===== src/hdl/cis_pkg.sv =====
// Package for the cubic inverse secant solver.
// Holds widths, register indexes, status codes, sequencer states and a saturation helper.
// No dependencies.
package cis_pkg;

    localparam int CoefW      = 32;
    localparam int GuessW     = 26;
    localparam int PrecW      = 25;
    localparam int TargetW    = 23;
    localparam int StatusW    = 2;
    localparam int CfgIdxW    = 3;
    localparam int CfgDataW   = 32;
    localparam int DivNumW    = 64;
    localparam int DivDenW    = 33;
    localparam int DivergeMul = 1000;
    localparam int PolyOrderDef = 3;
    localparam int MaxIterDef   = 32;

    localparam logic [CfgIdxW-1:0] RegCoef0  = 3'd0;
    localparam logic [CfgIdxW-1:0] RegCoef1  = 3'd1;
    localparam logic [CfgIdxW-1:0] RegCoef2  = 3'd2;
    localparam logic [CfgIdxW-1:0] RegCoef3  = 3'd3;
    localparam logic [CfgIdxW-1:0] RegGuess0 = 3'd4;
    localparam logic [CfgIdxW-1:0] RegGuess1 = 3'd5;
    localparam logic [CfgIdxW-1:0] RegPrec   = 3'd6;

    localparam logic [StatusW-1:0] StConverged = 2'd0;
    localparam logic [StatusW-1:0] StDiverged  = 2'd1;
    localparam logic [StatusW-1:0] StFailed    = 2'd2;

    typedef enum logic [3:0] {
        S_IDLE, S_CHECK, S_EV_INIT, S_EV_MUL, S_EV_ADD, S_EV_F, S_DEN,
        S_PROD, S_DIV_GO, S_DIV_WAIT, S_UPD, S_SEP, S_FIN
    } t_state;

    typedef struct packed {
        logic busy;
        logic div_start;
        logic use_step_ops;
    } t_ctrl;

    function automatic logic signed [31:0] sat32(input logic signed [47:0] v);
        if (v > 48'sd2147483647) begin
            return 32'sh7FFFFFFF;
        end else if (v < -48'sd2147483648) begin
            return 32'sh80000000;
        end
        return v[31:0];
    endfunction

endpackage


===== src/hdl/cis_divider.sv =====
// Restoring unsigned divider, one quotient bit per cycle.
// Uses cis_pkg for operand widths.
module cis_divider (
    input  logic                        i_clk,
    input  logic                        i_rst_n,
    input  logic                        i_start,
    input  logic [cis_pkg::DivNumW-1:0] i_num,
    input  logic [cis_pkg::DivDenW-1:0] i_den,
    output logic [cis_pkg::DivNumW-1:0] o_quot,
    output logic                        o_done
);
    import cis_pkg::*;

    localparam int CntW = $clog2(DivNumW + 1);

    logic [DivNumW-1:0] r_num, r_quot;
    logic [DivDenW-1:0] r_den;
    logic [DivDenW:0]   r_rem;
    logic [CntW-1:0]    r_cnt;
    logic               r_run, r_done;
    logic [DivDenW+1:0] trial;
    logic [DivDenW:0]   shifted;

    always_comb begin
        shifted = {r_rem[DivDenW-1:0], r_num[DivNumW-1]};
        trial   = {1'b0, shifted} - {2'b00, r_den};
    end

    always_ff @(posedge i_clk) begin
        if (!i_rst_n) begin
            r_run  <= 1'b0;
            r_done <= 1'b0;
            r_cnt  <= '0;
        end else begin
            r_done <= 1'b0;
            if (i_start) begin
                r_run  <= 1'b1;
                r_cnt  <= CntW'(DivNumW);
                r_num  <= i_num;
                r_den  <= i_den;
                r_rem  <= '0;
                r_quot <= '0;
            end else if (r_run) begin
                r_num <= {r_num[DivNumW-2:0], 1'b0};
                if (!trial[DivDenW+1]) begin
                    r_rem  <= trial[DivDenW:0];
                    r_quot <= {r_quot[DivNumW-2:0], 1'b1};
                end else begin
                    r_rem  <= shifted;
                    r_quot <= {r_quot[DivNumW-2:0], 1'b0};
                end
                r_cnt <= r_cnt - 1'b1;
                if (r_cnt == CntW'(1)) begin
                    r_run  <= 1'b0;
                    r_done <= 1'b1;
                end
            end
        end
    end

    assign o_quot = r_quot;
    assign o_done = r_done;

`ifndef ASSERT_OFF
    a_done_after_run: assert property (@(posedge i_clk) disable iff (!i_rst_n)
        o_done |-> $past(r_run)) else $error("done without run");
    a_no_restart: assert property (@(posedge i_clk) disable iff (!i_rst_n)
        r_run && !i_start |=> r_run || o_done) else $error("run dropped early");
    a_cnt_zero_idle: assert property (@(posedge i_clk) disable iff (!i_rst_n)
        o_done |-> r_cnt == '0) else $error("count not spent");
`endif

endmodule


===== config.mk =====
export PLATFORM = sky130hd
export DESIGN_NAME = cis_divider
export DESIGN_NICKNAME = d
export VERILOG_FILES = /design/src/hdl/cis_pkg.sv /design/src/hdl/cis_divider.sv
export SDC_FILE = /design/constraint.sdc
export NUM_CORES = 1
export LEC_CHECK = 0
export BUFFER_PORTS_ARGS = -buffer_cell sky130_fd_sc_hd__buf_4
export CAP_MARGIN = 20
export CORE_ASPECT_RATIO = 0.6
export CORE_MARGIN = 8
export CORE_UTILIZATION = 30
export DETAILED_ROUTE_END_ITERATION = 8
export GPL_TIMING_DRIVEN = 0
export HOLD_SLACK_MARGIN = 0.06
export PLACE_DENSITY_LB_ADDON = 0.2
export REMOVE_ABC_BUFFERS = 1
export SLEW_MARGIN = 20
export SYNTH_ARGS = -nofsm -noshare
export SYNTH_HDL_FRONTEND = slang
export SYNTH_SLANG_ARGS = --single-unit

===== constraint.sdc =====
create_clock -name i_clk -period 12.4 [get_ports i_clk]
set_clock_uncertainty 0.15 [all_clocks]
set_input_delay 0.62 -clock i_clk [delete_from_list [all_inputs] [get_ports i_clk]]
set_output_delay 0.62 -clock i_clk [all_outputs]
set_load 0.005 [all_outputs]

# Yosys cells after proc, flatten, opt, wreduce, memory -nomap -nowiden
# Cells that the tools add are included.
# totals
regBits	203
output_inout_bits	65
elab_cells	30
# classes
add_sub_neg	2
n_eq_ne	1
muxes	12
bitwise	2
n_reduce_logical	5
# ops
operator	n
64-bit two-way mux	3
33-bit two-way mux	2
34-bit by 33-bit subtractor with 35-bit output	1
7-bit two-way mux	2
7-bit by 1-bit equality test with 1-bit output (second input constant)	1
7-bit by 1-bit subtractor with 7-bit output (second input constant)	1
1-bit two-way mux	5
2-bit AND reduction	2
3-bit OR reduction	1
1-bit inverter	2
2-bit nonzero test	1
2-bit OR reduction	1

# Depth between registers and ports, before layout
# Gate-level depths: netlist (run 1).
# depth
word_depth	4
depth_mapped	15
depth_no_buf	13

# Worst setup path before layout (run 1)
# OpenSTA, ideal clock, no wires.
# synth_path
path_type	input to register
from	in i_start
to	reg r_run
setup_ns	0.074
arrival_time_ns	5.272
t_required_ns	12.176
setup_slack_ns	6.904
cell_stages	4
n_path_buf	2
cell_sequence	clkbuf_1 clkbuf_1 o21a_1 o41a_1
# synth_via
elab_chain_cells	1
# synth_rtl
item	line_no	rtl
start, declared	cis_divider.sv:6	input logic i_start,
1-bit two-way mux	cis_divider.sv:36	if (i_start) begin
end signal, assigned	cis_divider.sv:31	r_run <= 1'b0;
end signal, assigned	cis_divider.sv:37	r_run <= 1'b1;
end signal, assigned	cis_divider.sv:54	r_run <= 1'b0;
end, declared	cis_divider.sv:20	logic r_run, r_done;
# No other way between the ends.
# A chain may end at the register's enable or synchronous reset.

# Final worst setup path (run 1)
# layout_path
from	reg r_num[63]
to	reg r_rem[6], data pin
# layout_via
elab_chain_cells	3
# layout_rtl
item	line_no	rtl
start, declared	cis_divider.sv:16	logic [DivNumW-1:0] r_num, r_quot;
start signal, assigned	cis_divider.sv:39	r_num <= i_num;
start signal, assigned	cis_divider.sv:44	r_num <= {r_num[DivNumW-2:0], 1'b0};
34-bit by 33-bit subtractor with 35-bit output	cis_divider.sv:26	trial = {1'b0, shifted} - {2'b00, r_den};
33-bit two-way mux	cis_divider.sv:45	if (!trial[DivDenW+1]) begin
33-bit two-way mux	cis_divider.sv:43	end else if (r_run) begin
end signal, assigned	cis_divider.sv:46	r_rem <= trial[DivDenW:0];
end signal, assigned	cis_divider.sv:49	r_rem <= shifted;
end, declared	cis_divider.sv:18	logic [DivDenW:0] r_rem;
# No other way between the ends. The select of a mux whose other input is x is not followed.

==> impl_metrics.tcl, run 1 <==
set metrics [dict create \
    status "finished clean" \
    wl_per_cell_microns 16.8 \
    synthFlopType "edfxtp_1" \
    grt_start_max_net_pins 89 \
    dr.pass1.iters 5 \
    rsz0062_at_grt "no" \
    dpl.hpwl_mm 15.5 \
    min_period_ns 3.98 \
    hold_viol_final 0 \
    slew_viol_final 0 \
    netlist.area_leader.share_pct 59.8 \
    yosys-top-cells-area "edfxtp_1 (60%), mux2_2 (7.4%), ha_1 (4.5%)" \
    yosysSeqAreaShare_pct 61.7 \
    gr-usage-met1_pct 16.7 \
    clkLatencyLatePin_ns 0.52 \
    powerDensity_nw_per_um2 151 \
    post_cts_resized 0 \
    cts_max_path_buffers 3 \
    hold_class "input port to register" \
    cts_tree "built" \
    final_core_util_pct 38.3 \
    slew_headroom_pct 58.8 \
    die_h_microns 156 \
    p_switching_uw 479 \
    wirelength_mm 22.4 \
    worst_pin_slew_ns 0.617 \
    die_w_microns 249 \
    async_flop_share_pct 0 \
    max_freq_ghz 0.251 \
    clkPwrFrac_pct 36.8 \
    grt_pass1_vias 6303 \
    syn_area_sq_um 9740 \
    synth_cells 723 \
    layout-drive-gt1-share_pct 30.9 \
    cp.arrival_ns 4.07 \
    cp-start-kind "register" \
    ys_seq_elements 203 \
    leakage_uw 0.00485 \
    antenna_found_initial 2 \
    drc 0 \
    grt_overflow 0 \
    htree_levels 1 \
    cts_buffers 23 \
    worst_setup_path_end_kind "register" \
    postPlaceCellArea_sq_um 11600 \
    num_rows 51 \
    grt.busiest_layer "met1" \
    fin_setup_tns_ns 0 \
    synth_edf_count 194 \
    place_ws_ns 8.45 \
    cap_viol_max_count 0 \
    initial_core_util_pct 30.2 \
    drtIter0Drc 305 \
    cp_max_fo 21 \
    io_pins 165 \
    period_share_pct 32.1 \
    cp.required_ns 12.49 \
    gr-usage-met2_pct 15.4 \
    port_buffers 164 \
    internal-power_uw 1380 \
    sequentialPowerShare_pct 44.9 \
    combPwrFrac_pct 18.3 \
    avgSynthCellArea_sq_um 13.5 \
    cts-root-buf "clkbuf_16" \
    hold_buffers 0 \
    post_cts.repair.setup_buffers 0 \
    syn2layout_area_growth_pct 26.6 \
    antenna_left 0 \
    dr_total_vias 6063 \
    nFillCells 3116 \
    via_per_inst 4.55 \
    ys_top_cells_by_count "edfxtp_1 (194), nor2b_1 (66), mux2_2 (64)" \
    track_usage_pct 11.4 \
    crit_type "register to register" \
    cts_num_sinks 203 \
    grt_use_met3_pct 4.66 \
    synth_largest_area_cell "edfxtp_1" \
    grt_pass1_wl_mm 35.8 \
    gp_congestion 0.826 \
    core-area_sq_um 32200 \
    setup_slack_ns 8.42 \
    switching_share_pct 25.7 \
    synth_warnings 0 \
    die-area_sq_um 38700 \
    path_clk_slew_ns 0.07 \
    synthDistinctLibCells 57 \
    finalInstanceArea_sq_um 12300 \
    setup_violations 0 \
    peakVddDrop_uv 99.9 \
    yosysMostFrequentCell "edfxtp_1" \
    nets 1028 \
]
[through the flow]
step / cells / hold WS [ns] / power [uW]
after floorplan: 695 / 0.291 / 1070
after global placement: 1283 / 0.311 / 1190
after detailed placement: 1291 / 0.320 / 1190
after CTS: 1332 / 0.0918 / 1900
after global routing: 1332 / 0.0911 / 1960
final: 1333 / 0.123 / 1860
[flip-flops by register name, indices dropped and copies added, names as in the netlist]
| signal | flops |
|---|---|
| o_done | 1 |
| o_quot | 64 |
| r_cnt | 7 |
| r_den | 33 |
| r_num | 64 |
| r_rem | 33 |
| r_run | 1 |
[path summary, 6_finish.rpt]
path,startpoint,to,slack [ns],depth (start not counted)
setup reg to reg,r_num[63]$_DFFE_PP_,r_rem[6]$_SDFFCE_PP0P_,8.42,14
hold reg to reg,r_cnt[6]$_SDFFE_PN0N_,o_done$_SDFF_PP0_,0.32,1
hold / removal,i_den[22],r_den[22]$_DFFE_PP_,0.12,1
setup / recovery,r_num[63]$_DFFE_PP_,r_rem[6]$_SDFFCE_PP0P_,8.42,14
[worst max-delay path, cell delays in order (launching register included)]
cell and delay [ns]:
edfxtp_1 0.39, inv_1 0.07, ha_1 0.19, inv_1 0.06, fa_1 0.41, a21oi_1 0.21, o22ai_1 0.16, a31o_4 0.30
a221oi_4 0.42, o21ai_1 0.19, o31a_2 0.50, buf_12 0.22, buf_16 0.17, mux2i_1 0.18, nor2_1 0.06
[per-layer routing]
metal  wire (microns)  up-vias
met3             1870       29
met1            11400     2911
met2             8850      132
met5               23        -
li1                 -     2987
met4              307        4
[placed cells by master, fill, tap and decap left out, types with 6 or more instances in the layout]
cell type,Yosys,final
nand3_1,6,6
o21ai_0,7,7
mux2_2,64,64
and2_1,8,7
a31oi_1,6,6
a21o_1,14,14
a211oi_1,6,6
nor2b_1,66,66
inv_1,43,43
buf_4,0,163
dfxtp_1,9,9
nand2_1,20,20
clkbuf_16,0,24
xor2_1,9,9
nor3_1,8,8
nor2_1,58,58
ha_1,35,35
edfxtp_1,194,194
o21a_1,8,7
xnor2_1,23,23
mux2i_1,24,24
a21oi_1,28,28
[layout make-up]
| type | instances | area, sq um | share of cell area [%] |
|---|---|---|---|
| clock inverters | 11 | 116 | 0.944 |
| diodes | 1 | 2.50 | 0.0203 |
| repair buffers | 172 | 1430 | 11.6 |
| clock buffers | 30 | 633 | 5.13 |
| well taps | 424 | 531 | 4.30 |
| multi-input cells | 449 | 3450 | 28.0 |
| inverters | 43 | 161 | 1.31 |
| flip-flops and latches | 203 | 6010 | 48.7 |
[logic make-up (layout without fill, tap and decap cells)]
group / Yosys count / count (layout) / synth area share, %
AO/OA/AOI/OAI: 98 / 98 / 7.32
XOR/XNOR: 32 / 32 / 2.88
adder cells (fa/ha/maj): 36 / 36 / 4.70
buffers and inverters: 71 / 256 / 3.01
flip-flops: 203 / 203 / 61.7
multiplexers: 88 / 88 / 9.87
other: 0 / 1 / 0
AND/OR/NAND/NOR: 195 / 195 / 10.6
[power groups by stage]
stage | Sequential, uW | Clock (uW) | Combinational [uW]
2_1_floorplan | 851 | 0 | 221
3_3_place_gp | 860 | 0 | 327
3_5_place_dp | 851 | 0 | 341
4_1_cts | 837 | 717 | 344
5_1_grt | 843 | 738 | 380
6_report | 837 | 685 | 340
(Power assumes the default switching activity.)
==> run 2, diff against run 1 <==
Clock period 12.4 ns to 3.95 ns, I/O delays scaled along.
==> impl_metrics.tcl, run 2 (synthesized netlist as in run 1, its figures left out) <==
set metrics [dict create \
    critPathSlowestCell "fa_1" \
    die_h_microns 156 \
    cts-root-buf "clkbuf_16" \
    track_usage_pct 11.6 \
    hold_slack_ns 0.249 \
    period_share_pct 93.6 \
    cp-startpoint "r_num[63]$_DFFE_PP_" \
    dr_total_vias 6408 \
    layout_commonest_cell "edfxtp_1" \
    antenna_found_initial 1 \
    cp-start-kind "register" \
    multi_input_area_sq_um 3470 \
    leakage_uw 0.00528 \
    grt_start_max_net_pins 89 \
    sequentialPowerShare_pct 44.2 \
    critical_path.most_common_cell "inv_1" \
    cp.required_ns 4.04 \
    die-area_sq_um 38700 \
    core-area_sq_um 32200 \
    slew_headroom_pct 59.0 \
    dpl.hpwl_mm 15.5 \
    nFillCells 3056 \
    gp_congestion 0.826 \
    die_w_microns 249 \
    fin_setup_tns_ns 0 \
    grt_overflow 0 \
    r2r_slack_ns 0.25 \
    combPwrFrac_pct 19.6 \
    status "finished clean" \
    cts_tree "built" \
    cts_num_sinks 203 \
    regArea_sq_um 6010 \
    final_core_util_pct 41.4 \
    nets 1129 \
    syn2layout_area_growth_pct 37.1 \
    clkPwrFrac_pct 36.3 \
    wirelength_mm 23.0 \
    layout-drive-gt1-share_pct 28.2 \
    hold_viol_final 0 \
    cts_max_path_buffers 3 \
    rsz0062_at_grt "no" \
    wl_per_cell_microns 16.0 \
    crit_type "register to register" \
    p_switching_uw 1530 \
    drtIter0Drc 325 \
    via_per_inst 4.47 \
    dr.pass1.iters 4 \
    cap_viol_max_count 0 \
    initial_core_util_pct 30.2 \
    setup_violations 0 \
    cp_max_fo 21 \
    drc 0 \
    port_buffers 164 \
    clkLatencyLatePin_ns 0.52 \
    io_pins 165 \
    antenna_left 0 \
    peakVddDrop_uv 315 \
    grt_pass1_vias 6653 \
    path_clk_slew_ns 0.07 \
    htree_levels 1 \
    worst_pin_slew_ns 0.613 \
    r2r_start "r_num[63]$_DFFE_PP_" \
    min_from "i_den[10]" \
    max_freq_ghz 0.270 \
    worst_setup_path_end_kind "register" \
    cp.arrival_ns 3.79 \
    crit_chain "inv_1 > ha_1 > inv_1 > fa_1 > a21oi_2 > o22ai_1 > a31o_4 > a221oi_4 > buf_4 > o21ai_2 > o31a_4 > buf_12 > buf_16 > mux2i_1 > nor2_1" \
    cts_buffers 23 \
    internal-power_uw 4420 \
    total_power_uw 5950 \
    hold_class "input port to register" \
    num_rows 51 \
    final_cell_mix "edfxtp_1 (194), buf_4 (165), dlygate4sd3_1 (99)" \
    powerDensity_nw_per_um2 445 \
    switching_share_pct 25.7 \
    fin_cells 1434 \
    min_period_ns 3.70 \
    grt_pass1_wl_mm 36.9 \
    slew_viol_final 0 \
    slowest_delay_ns 0.42 \
    dp.cells 1291 \
]
run 2: metal layers:
| metal | routed length, microns | vias up | GRT usage, % |
|---|---|---|---|
| met3 | 1430 | 24 | 3.83 |
| li1 | - | 3189 | - |
| met5 | 0 | - | 0 |
| met2 | 9310 | 123 | 16.1 |
| met1 | 11900 | 3072 | 17.4 |
| met4 | 299 | 0 | 2.04 |
run 2: what timing repair did:
action / in CTS / in global routing
hold buffers: 99 / 0
pin swaps: 1 / 1
endpoints found under the hold margin: 122 / 0
setup buffers: 0 / 2
endpoints found under the setup margin: 5 / 17
resized for setup: 1 / 2
run 2: critical path: cells and delay by family, from the launching register on:
kind / cells / cell delay, ns
AOI/OAI and AO/OA: 6 / 1.32
buffers and inverters: 5 / 0.68
adders and majority gates: 2 / 0.61
DFF: 1 / 0.39
muxes: 1 / 0.18
and+or+nand+nor: 1 / 0.06
run 2: per-stage QoR:
stage / cell area [sq um] / setup slack, ns
after floorplan: 9610 / -0.875
after global placement: 11400 / -4.50
after detailed placement: 11600 / 0.00146
after CTS: 13300 / 0.0616
after global routing: 13400 / 0.0255
final: 13400 / 0.251
run 2: final cells by class:
class	instances	share of cell area, %
Inverter	43	1.21
Tap cell	424	3.97
Clock inverter	11	0.872
Multi-Input combinational cell	449	26.0
Sequential cell	203	45.0
Antenna cell	1	0.0187
Clock buffer	30	4.74
Timing Repair Buffer	273	18.2
run 2: power groups by stage:
stage / registers [uW] / clock network (uW) / logic (uW)
final: 2630 / 2160 / 1160
after global routing: 2650 / 2310 / 1290
after CTS: 2630 / 2250 / 1170
after detailed placement: 2670 / 0 / 1070
after global placement: 2700 / 0 / 1030
after floorplan: 2670 / 0 / 694
run 2: worst paths after layout:
check / end / cells past startpoint
worst min-delay path: r_den[10]$_DFFE_PP_ / 2
worst max register to register: r_rem[6]$_SDFFCE_PP0P_ / 15
worst max-delay path: r_rem[6]$_SDFFCE_PP0P_ / 15
worst min register to register: o_done$_SDFF_PP0_ / 1
